File: config.mk
export PLATFORM = sky130hd
export DESIGN_NAME = ped_ram
export DESIGN_NICKNAME = d
export VERILOG_FILES = /design/src/sv/ped_ram.sv
export SDC_FILE = /design/constraint.sdc
export NUM_CORES = 1
export LEC_CHECK = 0
export BUFFER_PORTS_ARGS = -buffer_cell sky130_fd_sc_hd__buf_4
export CELL_PAD_IN_SITES_DETAIL_PLACEMENT = 0
export CELL_PAD_IN_SITES_GLOBAL_PLACEMENT = 2
export CORE_MARGIN = 10
export CORE_UTILIZATION = 50
export CTS_CLUSTER_DIAMETER = 100
export DETAILED_ROUTE_END_ITERATION = 16
export PLACE_DENSITY_LB_ADDON = 0.1
export SLEW_MARGIN = 5
export SYNTH_ARGS = -nofsm -noshare
export SYNTH_HDL_FRONTEND = slang
export SYNTH_SLANG_ARGS = --single-unit
File: constraint.sdc
create_clock -name clk -period 3.1 [get_ports clk]
set_clock_uncertainty 0.05 [all_clocks]
set_input_delay 0.31 -clock clk [delete_from_list [all_inputs] [get_ports clk]]
set_output_delay 0.31 -clock clk [all_outputs]
set_load 0.01 [all_outputs]
File: src/sv/ped_ram.sv
// ----------------------------------------------------------------------------
// ped_ram
// Generic simple dual-port RAM: one write port, one read port, registered read.
// ----------------------------------------------------------------------------
module ped_ram #(
  parameter int WIDTH = 8,
  parameter int DEPTH = 16
) (
  input  logic                     clk,
  input  logic                     we,
  input  logic [$clog2(DEPTH)-1:0] waddr,
  input  logic [WIDTH-1:0]         wdata,
  input  logic                     re,
  input  logic [$clog2(DEPTH)-1:0] raddr,
  output logic [WIDTH-1:0]         rdata
);

  logic [WIDTH-1:0] mem [DEPTH];

  always_ff @(posedge clk) begin
    if (we) begin
      mem[waddr] <= wdata;
    end
    if (re) begin
      rdata <= mem[raddr];
    end
  end

endmodule

======== Yosys cells after proc, flatten, opt, wreduce, memory -nomap -nowiden ========
Memory sizes are Yosys's and may differ from the RTL's. A register that Yosys moved wholly into a read port is not among the register bits.
Index checks and enable logic that the tools add are counted.
word-level totals
  register bits ........................... 0
  word-level logic and storage cells ...... 3
  bits in writable memories ............... 128
  memories ................................ 1
  input port bits ......................... 19
memory list
  memory  depth  bits a word  rd ports  clocked after memory_dff  wr ports  line  source
  mem     16     8            1         1                         1         18    logic [WIDTH-1:0] mem [DEPTH];
cells by class
  multiplexer cells ....................... 2
operators with widths
  cell     number
  $mux W1  2

======== Longest topological paths before layout ========
Gate-level depths: netlist of run 1.
  depth in word-level cells ............... 2
  mapped depth ............................ 5
  depth with buffers taken out ............ 3

======== Worst setup path after synthesis of run 1 ========
OpenSTA, ideal clock, no wires.
  kind .................................... input -> register
  start point ............................. in waddr[2]
  end point ............................... mem mem[0][0] (enable)
  slack ................................... 1247 ps
  data arrival time ....................... 1420 ps
  data required time ...................... 2667 ps
  stages on the path ...................... 2
  buffers on the path ..................... 0
  path through ............................ or3b_2 nor3_1
RTL lines
  what                line  source
  start: declaration  11    input logic [$clog2(DEPTH)-1:0] waddr,
  end: declaration    18
Straight into the memory's write port.

==> impl_metrics.json, run 1 <==
{
  "antenna_found_initial": 0,
  "io_buffers": 26,
  "cts_tree": "built",
  "swShare_pct": 19.2,
  "n_antenna_cell": 0,
  "grt_max_degree": 33,
  "clk-insertion-delay-late_ns": 0.51,
  "relSlewSlack_pct": 45.3,
  "grt_pass1_wl_um": 14900,
  "crit_fanout": 32,
  "syn-instance-count": 229,
  "initial_core_util_pct": 50.9,
  "synth_area_leaders": "edfxtp_1 78%, mux4_2 7.8%, mux4_1 7.0%",
  "synth.most_common_cell": "edfxtp_1",
  "grt_pass1_vias": 2401,
  "grt_setup_unrepaired": "false",
  "yosys.area.top_type": "edfxtp_1",
  "max_freq_mhz": 608,
  "p_clk_share_pct": 48.0,
  "syn-num-nets": 248,
  "slew_violations": 0,
  "critPathLaunchType": "input pin",
  "syn_to_final_growth_pct": 17.9,
  "synth_warnings": 0,
  "final_core_util_pct": 60.0,
  "combPwrFrac_pct": 4.5,
  "cts_setup_buffers": 0,
  "syn_avg_cell_area_sq_um": 22.8,
  "ys_ff_latch": 136,
  "io_pins": 27,
  "core-area_sq_mm": 0.0103,
  "die_area_sq_mm": 0.0149,
  "synth_edf_count": 136,
  "drt-wirelength-per-cell_um": 24.1,
  "tns_ns": 0,
  "yosysTopAreaCellShare_pct": 78.1,
  "gp_congestion": 0.691,
  "crit_path_max_incr_delay_ns": 0.62,
  "cts_buffer_depth": 2,
  "fin_cells": 417,
  "cts.sinks": 136,
  "synth_area_sq_mm": 0.00523,
  "drt-total-wl_um": 10000,
  "drc": 0,
  "synthTopCellsByCount": "136 x edfxtp_1, 18 x mux4_2, 16 x a22oi_1, 14 x mux4_1, 13 x nor2_1",
  "row_count": 37,
  "synth_cell_types": 18,
  "final_nets": 287,
  "endpoint_kind": "flop",
  "hold_violations": 0,
  "fin_crit_sh_pct": 53.1,
  "dieHeight_um": 122,
  "status": "finished clean",
  "cts-hold-fix-buffers": 0,
  "cts_root_buffer": "clkbuf_8",
  "whs_ns": 0.0602,
  "period_minus_slack_ns": 1.64,
  "synthArstFlopShare_pct": 0,
  "vdd_ir_drop_max_mv": 0.364,
  "via_per_inst": 5.67,
  "numCtsBuffers": 17,
  "cts_resized": 0,
  "dr.pass1.iters": 4,
  "setup_violations": 0,
  "dpl.hpwl_um": 6270,
  "grt_usage_pct": 14.3,
  "slowest_stage": "mux4_1",
  "netSwitchingPower_mw": 0.843,
  "arrival_ns": 1.84,
  "antenna_left": 0,
  "drive_above_1_share_pct": 27.0,
  "dp_cells": 385,
  "cap_violations": 0,
  "num_vias": 2365,
  "ys.flop_type": "edfxtp_1",
  "drtIter0Drc": 212,
  "path_cells": "buf_4, mux4_1, a22oi_1, nand2_1",
  "cts.clk_slew.worst_paths_ns": 0.06,
  "overflow": 0,
  "p_per_area_mw_per_mm2": 712,
  "seqPwrFrac_pct": 47.5,
  "fp.dieW_um": 122,
  "worst_slew_pin_slew_ns": 0.817,
  "ys_seq_area_share_pct": 78.1,
  "worst-setup-path-type": "in -> reg",
  "intPower_mw": 3.54,
  "cp_data_required_time_ns": 3.30,
  "leakagePower_nw": 2.05,
  "hold_path_class": "in -> reg",
  "htreeDepth": 4
}
-- power groups by stage --
stage	registers, mW	clock network [mW]	logic, mW
final	2.08	2.11	0.198
after global routing	2.09	2.22	0.214
after CTS	2.08	2.14	0.202
after detailed placement	2.12	0	0.201
after global placement	2.12	0	0.199
after floorplan	2.12	0	0.105
-- sequential cells by signal, indices dropped and copies added, names as in the netlist --
register / count
rdata: 8
mem: 128
-- layout make-up --
class	count	area (sq um)
clock inverter	12	200
clock buffer	20	425
multi-input combinational	83	1060
timing repair buffer	30	225
tap	136	170
fill	753	4120
sequential	136	4080
-- cells in the final DEF (no fill, tap or decap), drive strengths merged --
cell type | Yosys | layout
clkinvlp | 0 | 1
nand3b | 2 | 2
mux4 | 32 | 32
clkinv | 0 | 6
nor3 | 4 | 4
a22oi | 16 | 16
nand2 | 9 | 9
nand2b | 2 | 2
clkbuf | 0 | 20
and2 | 1 | 1
nor2 | 13 | 13
or3b | 1 | 1
nand3 | 1 | 1
and2b | 1 | 1
buf | 7 | 30
nor2b | 1 | 1
edfxtp | 136 | 136
bufinv | 0 | 5
-- layer usage --
layer | wire, um | track usage (%)
met1 | 4710 | 20.0
met2 | 4780 | 20.9
met3 | 489 | 4.50
met4 | 52 | 4.64
met5 | 0 | 0
-- per-stage QoR --
step           total power [mW]  setup slack, ns  cell area, sq um
2_1_floorplan              2.23             1.25              5230
6_report                   4.38             1.46              6160
5_1_grt                    4.52             1.38              6160
3_5_place_dp               2.32            0.866              5540
4_1_cts                    4.42             1.41              6160
3_3_place_gp               2.32            0.882              5540
-- final timing paths --
path	startpoint	endpoint	slack (ns)	cells past startpoint
setup reg to reg	mem[0][7]	rdata[7]	1.51	3
setup / recovery	raddr[0]	rdata[1]	1.46	4
hold / removal	re	rdata[1]	0.06	1
hold reg to reg	mem[8][4]	rdata[4]	0.70	3
-- cell families (layout without fill, tap and decap cells) --
group / count (synthesis) / count (layout) / synth area share (%)
AO/OA/AOI/OAI: 16 / 16 / 2.30
multiplexers: 32 / 32 / 14.8
buffers and inverters: 10 / 62 / 1.65
AND/OR/NAND/NOR: 35 / 35 / 3.14
flip-flops: 136 / 136 / 78.1
-- worst max-delay path: cells and delay by family --
| family | cells | cell delay [ns] |
|---|---|---|
| multiplexers | 1 | 0.62 |
| AND/OR/NAND/NOR | 1 | 0.09 |
| buffers and inverters | 1 | 0.48 |
| AO/OA/AOI/OAI | 1 | 0.33 |
No activity file was read; power rests on OpenSTA's default activity.
==> inputs of run 2 (changes only) <==
- ABC_AREA: default -> 1
- CORE_UTILIZATION: 50 -> 41
- clock period: 3.1 -> 1.6 ns (I/O delays scaled with it)
==> run 2 against run 1 <==
- worst hold slack worse by 0.032 ns
- synthesized cell count up 140%
- die area grew 30%
- setup slack lost 1.1 ns
- global-route usage is 1.0 points higher
- sequential power increased by 94%
- clock power rose by 87%
- critical path depth increased by 2
- via count is 60% higher
- non-clock buffer count rose by 22
- critical path type is now reg -> reg
- largest power group is now registers
- highest routed layer unchanged
==> impl_metrics.json, run 2 <==
{
  "intPower_mw": 6.77,
  "final_nets": 617,
  "core-area_sq_mm": 0.0139,
  "synth_cell_types": 11,
  "period_minus_slack_ns": 1.25,
  "cts_setup_buffers": 0,
  "cts-hold-fix-buffers": 0,
  "critPathLaunchType": "flop",
  "setup_violations": 0,
  "yosysTopAreaCellShare_pct": 69.8,
  "swShare_pct": 20.6,
  "max_freq_mhz": 799,
  "drt-wirelength-per-cell_um": 18.2,
  "p_clk_share_pct": 46.2,
  "ys_ff_latch": 136,
  "relSlewSlack_pct": 78.3,
  "final_cell_mix": "173 x nand2_1, 136 x edfxtp_1, 100 x inv_1",
  "cts.sinks": 136,
  "cts_resized": 0,
  "leakagePower_nw": 3.00,
  "initial_core_util_pct": 42.0,
  "cts_tree": "built",
  "wl_met2_um": 6760,
  "synth_area_sq_mm": 0.00585,
  "syn_avg_cell_area_sq_um": 10.6,
  "hold_path_class": "in -> reg",
  "crit_start": "mem[11][1]",
  "netSwitchingPower_mw": 1.75,
  "drive_above_1_share_pct": 13.1,
  "worst_slew_pin_slew_ns": 0.324,
  "synthTopCellsByCount": "173 x nand2_1, 136 x edfxtp_1, 100 x inv_1, 97 x nand3_1, 17 x nor2_1",
  "synth_area_leaders": "edfxtp_1 70%, nand2_1 11%, nand3_1 8.3%",
  "grt_usage_pct": 15.3,
  "final_common_cell": "nand2_1",
  "synth.most_common_cell": "nand2_1",
  "seqPwrFrac_pct": 47.3,
  "htreeDepth": 4,
  "dieHeight_um": 139,
  "dr_wl_met3_um": 792,
  "overflow": 0,
  "drt-total-wl_um": 14400,
  "hold_depth": 1,
  "fp.dieW_um": 139,
  "routed.top_layer": "met4",
  "drc": 0,
  "fillers": 1283,
  "hold_violations": 0,
  "grt_pass1_wl_um": 22600,
  "numCtsBuffers": 17,
  "ys.flop_type": "edfxtp_1",
  "fin_crit_sh_pct": 78.2,
  "cts_root_buffer": "clkbuf_16",
  "io_pins": 27,
  "ys_seq_area_share_pct": 69.8,
  "p_per_area_mw_per_mm2": 1230,
  "grt_pass1_vias": 3776,
  "num_vias": 3776,
  "syn-instance-count": 551,
  "ff2ff_path_depth": 6,
  "synth_warnings": 0,
  "dpl.hpwl_um": 9000,
  "status": "finished clean",
  "yosys.area.top_type": "edfxtp_1",
  "top_regs": "mem: 128 flops, rdata: 8 flops",
  "vdd_ir_drop_max_mv": 0.769,
  "cp_data_required_time_ns": 1.70,
  "antenna_left": 0,
  "clk-insertion-delay-late_ns": 0.41,
  "io_buffers": 26,
  "rr_endpoint": "rdata[1]",
  "largest_register_ffs": 128,
  "whs_ns": 0.0281,
  "endpoint_kind": "flop",
  "cts.clk_slew.worst_paths_ns": 0.06,
  "synthArstFlopShare_pct": 0,
  "tns_ns": 0,
  "syn_to_final_growth_pct": 18.9,
  "antenna_found_initial": 0,
  "r2r_setup_slack_ns": 0.35,
  "worst-setup-path-type": "reg -> reg",
  "via_per_inst": 4.77,
  "wl_met1_um": 6770,
  "die_area_sq_mm": 0.0194,
  "drtIter0Drc": 329,
  "row_count": 43,
  "slew_violations": 0,
  "crit_fanout": 1,
  "total_power_mw": 8.53,
  "regMostFlops": "mem",
  "gp_congestion": 0.762,
  "grt_setup_unrepaired": "false",
  "cap_violations": 0,
  "r2r_start": "mem[11][1]",
  "synth_edf_count": 136,
  "syn-num-nets": 570,
  "arrival_ns": 1.35,
  "combPwrFrac_pct": 6.4,
  "cts_buffer_depth": 2,
  "dr.pass1.iters": 5,
  "n_antenna_cell": 0,
  "critPathCapture": "rdata[1]",
  "grt_max_degree": 47
}
-- run 2: changes by cell type after synthesis, moves of 4 or more --
| cell | delta |
|---|---|
| nor3_1 | -4 |
| buf_2 | +10 |
| mux4_2 | -18 |
| inv_1 | +100 |
| a22oi_1 | -16 |
| mux4_1 | -14 |
| nor2_1 | +4 |
| nand2_1 | +164 |
| nand3_1 | +96 |
-- run 2: per-layer routing --
layer  vias to the layer above  GRT usage (%)
met5                         -              0
met4                         0           5.27
met3                         2           3.84
met2                        87           23.0
met1                      1808           21.0
li1                       1879              -
-- run 2: critical path: stages, from the launching register on --
cell	delay (ns)
edfxtp_1	0.35
inv_1	0.06
nand2_1	0.05
nand3_1	0.10
nand3_1	0.13
nand3_1	0.16
nand2_1	0.09
-- run 2: cells by family (layout without fill, tap and decap cells) --
kind of cell,Yosys count,after routing,share of synthesized area [%]
AND/OR/NAND/NOR,289,289,20.8
flip-flops,136,136,69.8
buffers and inverters,126,186,9.39
-- run 2: area by class of cell --
type	count	area, sq um	area share [%]
inverter	102	383	5.51
clock buffer	20	437	6.28
multi-input combinational	289	1210	17.5
tap	180	225	3.24
clock inverter	12	156	2.25
sequential	136	4080	58.7
timing repair buffer	52	453	6.52
-- run 2: power groups by stage --
| stage | Combinational, mW | Sequential (mW) | Clock, mW |
|---|---|---|---|
| 3_5_place_dp | 0.557 | 4.11 | 0 |
| 5_1_grt | 0.618 | 4.04 | 4.20 |
| 2_1_floorplan | 0.281 | 4.11 | 0 |
| 3_3_place_gp | 0.554 | 4.11 | 0 |
| 6_report | 0.549 | 4.04 | 3.94 |
| 4_1_cts | 0.559 | 4.04 | 4.02 |
-- run 2: worst min path at each step --
stage          startpoint         to  slack, ns
3_3_place_gp           re   rdata[2]       0.44
4_1_cts                re   rdata[2]       0.01
2_1_floorplan    wdata[0]  mem[0][0]       0.21
5_1_grt                re   rdata[1]       0.02
3_5_place_dp           re   rdata[2]       0.44
6_report               re   rdata[2]       0.03
-- run 2: metrics by stage --
step	area (sq um)	util (%)	setup slack, ns	std cells
2_1_floorplan	5850	-	0.439	551
3_3_place_gp	6360	45.6	0.147	759
3_5_place_dp	6360	45.6	0.146	759
4_1_cts	6950	49.9	0.339	791
5_1_grt	6950	49.9	0.238	791
6_report	6950	49.9	0.349	791
==> inputs of run 3 (changes only) <==
- CORE_UTILIZATION: 41 -> 37
- clock period: 1.6 -> 1.1 ns (I/O delays scaled with it)
==> run 3 against run 2 <==
- the run now ends with setup timing left
- critical endpoint is now rdata[2]
- critical path depth down 5
- largest power group unchanged
- first-iteration DRC count down 32%
- clock power up 47%
- wire length up 6.4%
==> impl_metrics.json, run 3 (synthesis gave the netlist of run 2 again) <==
{
  "status": "finished with violations",
  "violations": "setup timing",
  "relSlewSlack_pct": 63.7,
  "dp_cells": 807,
  "grt_pass1_wl_um": 23800,
  "slowest_stage": "edfxtp_1",
  "grt_usage_pct": 14.9,
  "htreeDepth": 4,
  "vdd_ir_drop_max_mv": 1.04,
  "num_vias": 3871,
  "endpoint_kind": "output port",
  "leakagePower_nw": 3.23,
  "arrival_ns": 1.02,
  "core-area_sq_mm": 0.0154,
  "via_per_inst": 4.58,
  "tns_ns": -0.291,
  "regMostFlops": "mem",
  "cts.sinks": 136,
  "syn_to_final_growth_pct": 28.5,
  "dr.pass1.iters": 4,
  "fin_crit_sh_pct": 107,
  "place_area_sq_mm": 0.00660,
  "die_area_sq_mm": 0.0212,
  "fin_cells": 846,
  "grt_pass1_vias": 3972,
  "grt_setup_unrepaired": "true",
  "hold_depth": 1,
  "drive_above_1_share_pct": 22.4,
  "crit_path_max_incr_delay_ns": 0.44,
  "cts_buffer_depth": 2,
  "setup_violations": 8,
  "numCtsBuffers": 17,
  "final_cell_mix": "170 x nand2_1, 136 x edfxtp_1, 98 x inv_1",
  "p_per_area_mw_per_mm2": 1680,
  "cap_violations": 0,
  "cts.clk_slew.worst_paths_ns": 0.06,
  "gp_congestion": 0.761,
  "max_freq_mhz": 850,
  "dieHeight_um": 146,
  "worst-setup-path-type": "reg -> out",
  "slew_violations": 0,
  "ff2ff_path_depth": 6,
  "overflow": 0,
  "cts_tree": "built",
  "drt-total-wl_um": 15300,
  "hold_path_class": "in -> reg",
  "crit_fanout": 1,
  "crit_family": "flip-flops",
  "drt-wirelength-per-cell_um": 18.1,
  "cp_data_required_time_ns": 0.94,
  "worst_slew_pin_slew_ns": 0.544,
  "worst-path-stages": 1,
  "fp.dieW_um": 146,
  "critPathLaunchType": "flop",
  "period_minus_slack_ns": 1.18,
  "timing.final.ws_setup_ns": -0.0762,
  "initial_core_util_pct": 38.0,
  "drc": 0,
  "antenna_left": 0,
  "row_count": 45,
  "antenna_found_initial": 0,
  "top_regs": "mem: 128 flops, rdata: 8 flops",
  "path_cells": "buf_6",
  "final_core_util_pct": 48.9,
  "grt_max_degree": 51,
  "design_area_sq_mm": 0.00751,
  "cts_root_buffer": "clkbuf_16",
  "io_buffers": 26,
  "final_common_cell": "nand2_1",
  "io_pins": 27,
  "dpl.hpwl_um": 9640,
  "path_buf_inv": 1,
  "drtIter0Drc": 223,
  "hold_violations": 0,
  "final_nets": 642,
  "clk-insertion-delay-late_ns": 0.42,
  "n_antenna_cell": 0,
  "cts_setup_buffers": 0,
  "largest_register_ffs": 128
}
## run 3: worst paths after layout
| check | start | endpoint | slack [ns] |
|---|---|---|---|
| worst max register to register | mem[9][7] | rdata[7] | -0.02 |
| worst min-delay path | wdata[3] | mem[3][3] | 0.03 |
| worst max-delay path | rdata[2] | rdata[2] | -0.08 |
| worst min register to register | mem[13][2] | rdata[2] | 0.70 |
## run 3: metrics by stage
| step | power (mW) | worst slack (ns) | hold slack [ns] |
|---|---|---|---|
| after floorplan | 6.39 | -0.0108 | 0.159 |
| after global placement | 6.86 | -0.356 | 0.386 |
| after detailed placement | 6.86 | -0.341 | 0.387 |
| after CTS | 12.7 | -0.142 | 0.0149 |
| after global routing | 13.1 | -0.124 | 0.0181 |
| final | 12.6 | -0.0762 | 0.0282 |
## run 3: metal layers
metal	global-route usage (%)	share of wire (%)	vias up
met5	0	0	-
met4	5.51	1.8	0
met2	22.7	46	76
met1	20.0	47	1851
li1	-	-	1924
met3	4.07	4.6	20
## run 3: what timing repair did
item,4_1_cts,5_1_grt
hold endpoints to repair,105,0
resized for setup,26,27
hold buffers,8,0
setup endpoints to repair,15,16
pin swaps,14,20
## run 3: layout make-up
class | instances | area (sq um)
clock buffers | 20 | 437
clock inverters | 11 | 155
fillers | 1406 | 7860
inverters | 102 | 383
multi-input cells | 289 | 1430
flip-flops and latches | 136 | 4080
well taps | 211 | 264
repair buffers | 77 | 762
## run 3: power by group
group | internal [mW] | switching (mW)
registers | 5.84 | 0.0396
logic | 0.388 | 0.582
clock network | 3.74 | 2.04
total | 9.97 | 2.66
## run 3: worst reg2reg max path: stages, from the launching register on
cell and delay, ns:
edfxtp_1 0.36, inv_1 0.06, nand2_1 0.06, nand3_2 0.10, nand3_2 0.09, nand3_4 0.11
nand2_1 0.05
