### config.mk
export PLATFORM = sky130hd
export DESIGN_NAME = ped_sat_acc
export DESIGN_NICKNAME = d
export VERILOG_FILES = /design/src/sv/ped_pkg.sv /design/src/sv/ped_sat_acc.sv
export SDC_FILE = /design/constraint.sdc
export NUM_CORES = 1
export LEC_CHECK = 0
export BUFFER_PORTS_ARGS = -buffer_cell sky130_fd_sc_hd__buf_4
export CAP_MARGIN = 20
export CORE_MARGIN = 8
export CORE_UTILIZATION = 40
export DETAILED_ROUTE_END_ITERATION = 6
export SETUP_SLACK_MARGIN = 0.4
export SLEW_MARGIN = 20
export SYNTH_ARGS = -nofsm -noshare
export SYNTH_HDL_FRONTEND = slang
export SYNTH_SLANG_ARGS = --single-unit
### constraint.sdc
create_clock -name clk -period 6.1 [get_ports clk]
set_input_delay 0.915 -clock clk [delete_from_list [all_inputs] [get_ports clk]]
set_output_delay 0.915 -clock clk [all_outputs]
set_load 0.01 [all_outputs]
### src/sv/ped_pkg.sv
// ----------------------------------------------------------------------------
// ped_pkg
// Shared sizes, opcodes and control types of the Potts energy difference core.
// ----------------------------------------------------------------------------
package ped_pkg;

  localparam int MAX_SITES  = 64;
  localparam int MAX_STATES = 32;

  localparam int SITE_W  = $clog2(MAX_SITES);
  localparam int STATE_W = $clog2(MAX_STATES);
  localparam int NS_W    = 7;
  localparam int VAL_W   = 32;
  localparam int DIFF_W  = 33;
  localparam int ACC_W   = 48;

  localparam int FLD_ADDR_W = SITE_W + STATE_W;
  localparam int FLD_DEPTH  = MAX_SITES * MAX_STATES;
  localparam int CPL_ADDR_W = 2 * SITE_W + 2 * STATE_W;
  localparam int CPL_DEPTH  = MAX_SITES * MAX_SITES * MAX_STATES * MAX_STATES;

  localparam logic signed [ACC_W-1:0] ACC_MAX = {1'b0, {(ACC_W-1){1'b1}}};
  localparam logic signed [ACC_W-1:0] ACC_MIN = {1'b1, {(ACC_W-1){1'b0}}};

  localparam logic [1:0] OP_COUPLING = 2'd0;
  localparam logic [1:0] OP_FIELD    = 2'd1;
  localparam logic [1:0] OP_SYMBOL   = 2'd2;

  typedef struct packed {
    logic add;
    logic clear;
  } acc_ctrl_t;

endpackage

### src/sv/ped_sat_acc.sv
// ----------------------------------------------------------------------------
// ped_sat_acc
// Shared saturating 48-bit accumulator with a sticky clip flag.
// ----------------------------------------------------------------------------
module ped_sat_acc (
  input  logic                              clk,
  input  logic                              rst,
  input  ped_pkg::acc_ctrl_t                ctrl,
  input  logic signed [ped_pkg::DIFF_W-1:0] term,
  output logic signed [ped_pkg::ACC_W-1:0]  acc,
  output logic                              clip
);

  import ped_pkg::*;

  logic signed [ACC_W:0]   sum;
  logic                    ovf;
  logic signed [ACC_W-1:0] acc_next;

  always_comb begin
    sum = {acc[ACC_W-1], acc} + (ACC_W+1)'(term);
    ovf = sum[ACC_W] != sum[ACC_W-1];
    if (ovf) begin
      acc_next = sum[ACC_W] ? ACC_MIN : ACC_MAX;
    end else begin
      acc_next = sum[ACC_W-1:0];
    end
  end

  always_ff @(posedge clk) begin
    if (rst || ctrl.clear) begin
      acc  <= '0;
      clip <= 1'b0;
    end else if (ctrl.add) begin
      acc  <= acc_next;
      clip <= clip | ovf;
    end
  end

endmodule

After elaboration in Yosys (flattened, before gate mapping). Cells that the tools add are included.

Divide/modulo/power cells: 0. Add/subtract/negate cells: 1. Multipliers: 0. Bitwise operators: 1. Reduce and logical (&&, ||, !) cells: 1. Multiplexer cells: 2. Order comparisons: 0. Shift operators: 0. Eq/ne operators: 1.

Operators with widths (count): two-way mux 48 bit (2); adder 48 x 33 -> 49 bit (1); logical OR 1 bit (1); inequality test 1 bit (1); bitwise OR 1 bit (1).

RAM bits: 0. Memories: 0. Logic and storage cells: 8. Bits of input ports: 37. ROM bits: 0. Output and inout port bits: 49. Register bits: 49. Latch bits: 0.

Longest topological paths before layout. Gate-level depths: netlist of run 1.

Depth in word-level cells: 3. Gate-level depth with buffers: 15. Gate-level depth less buffers: 13.

Worst setup path before layout of run 1. OpenSTA, ideal clock, no wires.

Kind: input to register. Start: input port term[0] (netlist bit). End: register acc[42] (netlist bit). Path buffers: 2. Data required time: 6.033 ns. Library setup time: 0.067 ns. Slack: 2.549 ns. Cell stages on the path: 15. Data arrival time: 3.485 ns. Cells stage by stage: ha_1 inv_1 fa_1 and2b_1 o211ai_1 a211o_1 a311oi_2 o31ai_1 a22o_1 buf_6 or2_4 nand2_4 buf_6 inv_2 a21oi_2.

Word-level cells in the longest chain between the ends: 3. Elaborated cells on any way between the ends: 4. Those cells by class: add/sub: 1; eq/ne: 1; mux: 2.

Ends and longest elaborated chain: start, declared (RTL line ped_sat_acc.sv:9) `input logic signed [ped_pkg::DIFF_W-1:0] term,`; adder 48 x 33 -> 49 bit * (RTL line ped_sat_acc.sv:21) `sum = {acc[ACC_W-1], acc} + (ACC_W+1)'(term);`; two-way mux 48 bit / inequality test 1 bit (equally long branches) (RTL line ped_sat_acc.sv:24, ped_sat_acc.sv:22); two-way mux 48 bit * (RTL line ped_sat_acc.sv:23) `if (ovf) begin`; end signal, assigned (RTL line ped_sat_acc.sv:35) `acc <= acc_next;`; end, declared (RTL line ped_sat_acc.sv:10) `output logic signed [ped_pkg::ACC_W-1:0] acc,`.

Every way passes the cells marked *; elsewhere a longest branch is shown, timed or not. A chain may end at the register's enable or synchronous reset.

Final worst setup path of run 1.
Start: input port term[0] (netlist bit). End: register acc[45] (netlist bit).

The elaborated chain is that of the path after synthesis.

==> flow_summary.json, run 1 <==
{
  "core_um2": 11860,
  "routed_wl_um": 13740,
  "maxSlewViolCount": 0,
  "portBuffers": 85,
  "htreeDepth": 2,
  "ys.flop_type": "dfxtp_1",
  "crit_path_max_incr_delay_ps": 660,
  "ir_drop_mv": 0.1119,
  "vias": 4826,
  "end_kind": "flop",
  "insertedDiodeCount": 0,
  "fin_skew_ps": 5.938,
  "worst-path-max-fanout": 26,
  "worst_pin_slew_ps": 835.3,
  "layout-drive-gt1-share": 0.1861,
  "syn_area_um2": 4790,
  "worstPathArrival_ps": 4400,
  "p_per_area_nw_per_um2": 194.4,
  "cts_resized": 0,
  "routed_via_density": 5.671,
  "critical-path-slowest-cell": "nand2_1",
  "hold_depth": 2,
  "cts_root_buffer": "clkbuf_16",
  "area_delta_synth_final_pct": 17.37,
  "leakage_uw": 0.002578,
  "setup_viol": 0,
  "io_pins": 86,
  "path_clk_slew_ps": 70,
  "clock_latency_ps": 300,
  "reg2reg_slack_ps": 2250,
  "rsz0062_at_grt": "false",
  "nets": 789,
  "start_util": 0.4038,
  "grtUsageMet3": 0.03357,
  "cts_tree": "yes",
  "postRouteAntennaNets": 0,
  "grt_antenna_before_repair": 0,
  "slew_headroom": 0.4418,
  "busiest_layer": "met2",
  "yosys.cell_types.count": 68,
  "routabilityCongestion": 0.8864,
  "synthCells": 639,
  "crit_type": "input port to flop",
  "hpwl_um": 10740,
  "synth_edf_count": 0,
  "grt.overflow.total": 0,
  "met1_usage": 0.2200,
  "whs_endpoint": "clip$_SDFFE_PP0P_",
  "ys_async_sr_fraction": 0,
  "cp_top_family": "compound AO/OA/AOI/OAI gates",
  "grt_max_degree": 56,
  "start_kind": "input port",
  "yosysWarnings": 0,
  "r2r-start": "acc[0]$_SDFFE_PP0P_",
  "die_x_um": 125.4,
  "finalCritPeriodShare": 0.6827,
  "numCtsBuffers": 5,
  "period_needed_ps": 4164,
  "syn_avg_cell_area_um2": 7.495,
  "hold_viol_final": 0,
  "cts_buffer_depth": 2,
  "route.detailed.drc": 0,
  "maxCapViolCount": 0,
  "fp.dieH_um": 125.4,
  "track_usage": 0.1713,
  "cts_setup_buffers": 0,
  "wl_per_cell_um": 16.15,
  "synth_seq_cells": 49,
  "yosysSeqAreaShare": 0.2048,
  "worstPathRequired_ps": 6330,
  "firstDrtPassIters": 4,
  "hold_buffers": 0,
  "first_global_vias": 4729,
  "drt_iter0_drc": 248,
  "synth_nets": 725,
  "rows": 40,
  "grtUsageMet2": 0.2854,
  "dieArea_um2": 15730,
  "grt_first_pass_wirelength_um": 23110,
  "worstReg2RegEnd": "acc[45]$_SDFFE_PP0P_",
  "cts.sinks": 49,
  "hold_class": "flop to flop",
  "cp_common_cell": "buf_4",
  "status": "finished clean",
  "reg2regPathDepth": 13,
  "path_cells": "buf_4 > ha_1 > inv_1 > fa_1 > and2b_1 > o211ai_1 > a211o_1 > a311oi_2 > o31ai_1 > a22o_1 > nand2_1 > buf_4 > a31oi_1 > nor2_1",
  "power_uw": 1093,
  "fmax_ghz": 0.2401,
  "crit_buf_inv": 3,
  "setup_tns_ps": 0,
  "hold_path.startpoint": "clip$_SDFFE_PP0P_"
}
## power breakdown
part | leakage, µW | switching (µW) | internal, µW
clock | 0.0000799 | 125 | 174
sequential | 0.000401 | 15.9 | 339
combinational | 0.00210 | 260 | 179
total | 0.00258 | 401 | 692
## layer usage
metal  part of all wire  wire, µm
met4              0.012       160
met2               0.47      6462
met1               0.47      6481
met3              0.046       639
met5                  0         0
## area by class of cell
type,count,area [µm²]
fillers,1188,6240
well taps,147,183.9
flip-flops and latches,49,980.9
clock buffers,7,152.6
clock inverters,1,5.005
multi-input cells,547,3597
repair buffers,87,653.1
inverters,13,48.80
## how the worst max path moves through the flow
stage / from / endpoint / slack, ps / depth (start not counted)
final: term[0] / acc[45]$_SDFFE_PP0P_ / 1940 / 14
after global routing: term[32] / acc[45]$_SDFFE_PP0P_ / 1520 / 12
after CTS: term[0] / acc[25]$_SDFFE_PP0P_ / 1870 / 14
after detailed placement: term[0] / acc[25]$_SDFFE_PP0P_ / 1570 / 14
after global placement: term[0] / acc[45]$_SDFFE_PP0P_ / 1660 / 14
after floorplan: term[0] / acc[42]$_SDFFE_PP0P_ / 2550 / 15
## stage by stage
step	instance area (µm²)	setup slack (ps)	cells	hold slack (ps)	util
global placement	5464	1657	843	511.4	0.4607
global route	5622	1518	851	555.6	0.4739
floorplan	4790	2549	639	503.6	-
CTS	5622	1874	851	532.0	0.4739
finish	5622	1936	851	521.7	0.4739
detailed placement	5464	1575	843	514.3	0.4607
## Yosys cell counts (all sizes together), types with 4 or more instances
cell type  instances  share of area
a21oi             99           0.11
o21ai             77          0.080
nor2              76          0.060
nand2             54          0.045
dfxtp             49           0.20
ha                48           0.13
xnor2             24          0.044
a21o              17          0.027
xor2              17          0.031
buf               15          0.023
clkbuf            15          0.012
nand3             15          0.016
inv               13          0.010
nand4             11          0.017
o21a              10          0.016
a31oi              8          0.010
o21bai             7          0.011
nor4               6          0.011
o211ai             6         0.0094
maj3               5          0.011
o31ai              5          0.012
a211o              4         0.0073
and2               4         0.0052
and3               4         0.0052
nor2b              4         0.0052
nor3               4         0.0052
## state kept, by name, summed over array words and instances, names as in the netlist
signal,cells
acc,48
clip,1
## cell families (layout without fill, tap and decap cells)
group	count (synthesis)	in the layout	synth area share
flip-flops	49	49	0.2048
AO/OA/AOI/OAI	259	259	0.3425
multiplexers	2	2	0.004180
XOR/XNOR	41	41	0.07497
buffers and inverters	43	108	0.04467
AND/OR/NAND/NOR	191	191	0.1883
adder cells (fa/ha/maj)	54	54	0.1405
## layout by cell type, fill, tap and decap left out, drive strengths merged, types with 11 or more instances in the layout
master	netlist	final
nand4	11	11
nand3	15	15
o21ai	77	77
a21o	17	17
dfxtp	49	49
ha	48	48
buf	15	87
xor2	17	17
nand2	54	54
inv	13	13
a21oi	99	99
nor2	76	76
xnor2	24	24
## worst reg2reg max path, stage by stage, from the launching register on
cell      delay (ps)
dfxtp_1          360
ha_1             180
inv_1             60
fa_1             390
and2b_1          250
o211ai_1         110
a211o_1          360
a311oi_2         310
o31ai_1          120
a22o_1           330
nand2_1          660
buf_4            410
a31oi_1          120
nor2_1           130
Note: power is estimated with default switching activity, not from simulation.
==> run 2: changes to the inputs <==
==> constraint.sdc (replaced) <==
create_clock -name clk -period 3.64 [get_ports clk]
set_input_delay 0.546 -clock clk [delete_from_list [all_inputs] [get_ports clk]]
set_output_delay 0.546 -clock clk [all_outputs]
set_load 0.01 [all_outputs]
==> flow_summary.json, run 2 (synthesized netlist as in run 1, its figures left out) <==
{
  "hold_buffers": 0,
  "area_delta_synth_final_pct": 24.50,
  "insertedDiodeCount": 0,
  "clock_latency_ps": 310,
  "finalCritPeriodShare": 0.8554,
  "crit_type": "flop to flop",
  "layout-drive-gt1-share": 0.2283,
  "fp.dieH_um": 125.4,
  "core_um2": 11860,
  "end_kind": "flop",
  "io_pins": 86,
  "die_x_um": 125.4,
  "dieArea_um2": 15730,
  "cts_root_buffer": "clkbuf_16",
  "reg_top3": "acc: 48 flops, clip: 1 flops",
  "path_cells": "ha_2 > inv_1 > fa_2 > and2b_1 > o211ai_1 > a211o_1 > a311oi_4 > o31ai_1 > a22o_1 > or2_4 > nand2_8 > buf_12 > buf_6 > a21oi_1 > nor2_1",
  "fmax_ghz": 0.3212,
  "final_common_cell": "buf_4",
  "reg2reg_slack_ps": 530,
  "ir_drop_mv": 0.1733,
  "grtUsageMet3": 0.04122,
  "hold_class": "flop to flop",
  "start_util": 0.4038,
  "n_fill_cell": 1182,
  "met1_usage": 0.2321,
  "routed_wl_um": 14930,
  "fin_util": 0.5027,
  "firstDrtPassIters": 5,
  "drt_iter0_drc": 274,
  "grt_max_degree": 56,
  "numCtsBuffers": 5,
  "routed_via_density": 5.638,
  "p_per_area_nw_per_um2": 324.9,
  "maxSlewViolCount": 0,
  "fin_skew_ps": 6.504,
  "start_kind": "flop",
  "maxCapViolCount": 0,
  "worstPathArrival_ps": 3350,
  "rows": 40,
  "portBuffers": 85,
  "track_usage": 0.1851,
  "nets": 812,
  "wl_per_cell_um": 17.08,
  "routabilityCongestion": 0.8764,
  "leakage_uw": 0.002728,
  "cts.sinks": 49,
  "worst_pin_slew_ps": 893.9,
  "grtUsageMet2": 0.3086,
  "register_area_um2": 982.2,
  "status": "finished clean",
  "grt.overflow.total": 0,
  "cts_buffer_depth": 2,
  "vias": 4928,
  "rsz0062_at_grt": "true",
  "postRouteAntennaNets": 0,
  "multi_input_area_um2": 3705,
  "slew_headroom": 0.4027,
  "worst-path-max-fanout": 6,
  "critical-path-slowest-cell": "dfxtp_2",
  "crit_buf_inv": 3,
  "path_clk_slew_ps": 70,
  "grt_antenna_before_repair": 0,
  "crit_path_max_incr_delay_ps": 340,
  "route.detailed.drc": 0,
  "hpwl_um": 11170,
  "first_global_vias": 4914,
  "fin_area_um2": 5963,
  "worstPathRequired_ps": 3880,
  "cp_top_family": "compound AO/OA/AOI/OAI gates",
  "hold_viol_final": 0,
  "setup_tns_ps": 0,
  "power_uw": 1937,
  "largest_register_ffs": 48,
  "setup_viol": 0,
  "busiest_layer": "met2",
  "cts_tree": "yes",
  "placed_cell_area_um2": 5572,
  "top_register": "acc",
  "htreeDepth": 2,
  "grt_first_pass_wirelength_um": 24320,
  "period_needed_ps": 3114,
  "layout_common_cells": "buf_4, a21oi_1, nor2_1"
}
## run 2: repair_timing
| action | in CTS | in global routing |
|---|---|---|
| pin swaps | 4 | 2 |
| resized for setup | 5 | 19 |
| setup buffers | 6 | 4 |
| setup endpoints to repair | 43 | 42 |
| gates cloned | 1 | 0 |
## run 2: worst register-to-register path: stages, from the launching register on
cell	delay [ps]
dfxtp_2	340
ha_2	180
inv_1	50
fa_2	330
and2b_1	220
o211ai_1	110
a211o_1	340
a311oi_4	340
o31ai_1	110
a22o_1	250
or2_4	270
nand2_8	120
buf_12	110
buf_6	120
a21oi_1	50
nor2_1	110
## run 2: path summary, 6_finish.rpt
path,cells past startpoint,start,endpoint
setup reg to reg,15,acc[0]$_SDFFE_PP0P_,acc[25]$_SDFFE_PP0P_
hold / removal,2,clip$_SDFFE_PP0P_,clip$_SDFFE_PP0P_
hold reg to reg,2,clip$_SDFFE_PP0P_,clip$_SDFFE_PP0P_
setup / recovery,15,acc[0]$_SDFFE_PP0P_,acc[25]$_SDFFE_PP0P_
## run 2: layout make-up
class,instances,area share
Multi-Input combinational cell,547,0.6213
Sequential cell,49,0.1647
Timing Repair Buffer,110,0.1486
Tap cell,147,0.03084
Clock buffer,7,0.02560
Inverter,13,0.008183
Clock inverter,1,0.0008393
## run 2: per-stage QoR
| step | hold slack, ps | cells | setup slack [ps] |
|---|---|---|---|
| after global routing | 541.3 | 874 | 367.3 |
| after global placement | 512.5 | 855 | 78.28 |
| final | 523.6 | 874 | 526.2 |
| after floorplan | 503.6 | 639 | 457.9 |
| after CTS | 527.7 | 870 | 409.5 |
| after detailed placement | 515.5 | 855 | -3.355 |
## run 2: per-layer routing
layer | vias up | share of wire
met2 | 113 | 0.47
met3 | 20 | 0.042
met5 | - | 0
li1 | 2512 | -
met1 | 2283 | 0.47
met4 | 0 | 0.017
## run 2: where the power goes
part	total [µW]	internal, µW	switching, µW
Clock	523	292	230
Sequential	595	568	27.2
Combinational	819	354	465
==> run 3: changes to the inputs <==
--- a/config.mk
+++ b/config.mk
@@ -9,7 +9,9 @@
 export CAP_MARGIN = 20
 export CORE_MARGIN = 8
 export CORE_UTILIZATION = 40
+export CTS_CLUSTER_DIAMETER = 30
 export DETAILED_ROUTE_END_ITERATION = 6
+export REMOVE_ABC_BUFFERS = 1
 export SETUP_SLACK_MARGIN = 0.4
 export SLEW_MARGIN = 20
 export SYNTH_ARGS = -nofsm -noshare
==> flow_summary.json, run 3 (synthesized netlist as in run 1, its figures left out) <==
{
  "worstPathRequired_ps": 3870,
  "area_delta_synth_final_pct": 24.01,
  "maxUsedRoutingLayer": "met4",
  "period_needed_ps": 3169,
  "hold_class": "flop to flop",
  "clock_latency_ps": 300,
  "p_per_area_nw_per_um2": 339.5,
  "numCtsBuffers": 5,
  "reg_top3": "acc: 48 flops, clip: 1 flops",
  "critical-path-slowest-cell": "dfxtp_2",
  "hold_buffers": 0,
  "routed_wl_um": 14180,
  "end_kind": "flop",
  "fin_util": 0.5007,
  "grt_antenna_before_repair": 0,
  "first_global_vias": 5015,
  "power_uw": 2016,
  "track_usage": 0.1780,
  "hpwl_um": 10790,
  "path_cells": "ha_4 > inv_2 > fa_2 > and2b_1 > o211ai_1 > a211o_1 > a311oi_2 > nor3_2 > o31ai_4 > a21oi_1 > xor2_1 > maj3_2 > a21oi_1",
  "cp_common_cell": "a21oi_1",
  "slew_headroom": 0.3835,
  "fin_skew_ps": 7.946,
  "rows": 40,
  "path_clk_slew_ps": 70,
  "core_um2": 11860,
  "routed_via_density": 5.703,
  "nets": 809,
  "insertedDiodeCount": 0,
  "final_common_cell": "buf_4",
  "start_kind": "flop",
  "top_register": "acc",
  "worstPathArrival_ps": 3400,
  "setup_viol": 0,
  "largest_register_ffs": 48,
  "route.detailed.drc": 0,
  "vias": 4967,
  "htreeDepth": 2,
  "start_util": 0.4038,
  "grt.overflow.total": 0,
  "postRouteAntennaNets": 0,
  "fp.dieH_um": 125.4,
  "crit_path_max_incr_delay_ps": 360,
  "cts_buffer_depth": 2,
  "finalCritPeriodShare": 0.8706,
  "cts.sinks": 49,
  "layout_common_cells": "buf_4, a21oi_1, nor2_1",
  "grt_first_pass_wirelength_um": 23920,
  "fmax_ghz": 0.3156,
  "crit_type": "flop to flop",
  "dieArea_um2": 15730,
  "layout-drive-gt1-share": 0.2196,
  "cts_root_buffer": "clkbuf_16",
  "maxCapViolCount": 0,
  "worst-path-max-fanout": 3,
  "wl_per_cell_um": 16.28,
  "ir_drop_mv": 0.2108,
  "cts_tree": "yes",
  "worst_pin_slew_ps": 922.5,
  "route.met3.wl_um": 632,
  "routabilityCongestion": 0.8680,
  "grt_max_degree": 56,
  "leakage_uw": 0.002705,
  "die_x_um": 125.4,
  "portBuffers": 85,
  "drt_iter0_drc": 275,
  "wl_met2_um": 6483,
  "n_fill_cell": 1176,
  "hold_viol_final": 0,
  "status": "finished clean",
  "firstDrtPassIters": 5,
  "wl_met1_um": 6922,
  "rsz0062_at_grt": "true",
  "maxSlewViolCount": 0,
  "io_pins": 86
}
[run 3: layout make-up]
cell class,count,area (µm²),area share
inverter,13,48.80,0.008216
tap,147,183.9,0.03097
multi-input combinational,547,3655,0.6153
timing repair buffer,107,879.6,0.1481
clock buffer,5,125.1,0.02107
sequential,49,982.2,0.1654
clock inverter,3,65.06,0.01095
[run 3: final timing paths]
check	depth (start not counted)	start	to	slack (ps)
max	13	acc[0]$_SDFFE_PP0P_	acc[44]$_SDFFE_PP0P_	470
min	2	clip$_SDFFE_PP0P_	clip$_SDFFE_PP0P_	530
max reg2reg	13	acc[0]$_SDFFE_PP0P_	acc[44]$_SDFFE_PP0P_	470
min reg2reg	2	clip$_SDFFE_PP0P_	clip$_SDFFE_PP0P_	530
[run 3: layer usage]
layer	track usage	vias up
li1	-	2518
met1	0.2334	2329
met2	0.2950	109
met3	0.03315	11
met4	0.03940	0
met5	0	-
[run 3: worst max-delay path, delay by kind of cell, from the launching register on]
family	cells	cell delay (ps)
AOI/OAI and AO/OA	6	1380
adders and majority gates	3	800
DFF	1	360
and+or+nand+nor	2	350
xor gates and xnor gates	1	160
buffers and inverters	1	40
[run 3: timing repair]
item                                    CTS  global route
endpoints found under the hold margin     0             0
buffers inserted                          0             8
pin swaps                                 3            20
gates resized for setup                   0            17
endpoints found under the setup margin    2            48
gates cloned                              1             0
[run 3: through the flow]
step / TNS (ps) / instances / cell area (µm²) / hold slack [ps] / setup slack (ps)
finish: 0 / 871 / 5939 / 529.5 / 471.0
global placement: 0 / 854 / 5577 / 512.0 / 176.9
CTS: 0 / 863 / 5799 / 526.3 / 342.9
detailed placement: 0 / 854 / 5577 / 503.6 / 51.60
floorplan: -173.0 / 609 / 4624 / 503.6 / -148.7
global route: 0 / 871 / 5939 / 554.8 / 371.7
[run 3: where the power goes]
| group | total (µW) | switching, µW | internal, µW |
|---|---|---|---|
| sequential | 595 | 26.9 | 568 |
| combinational | 807 | 454 | 353 |
| clock | 614 | 221 | 393 |
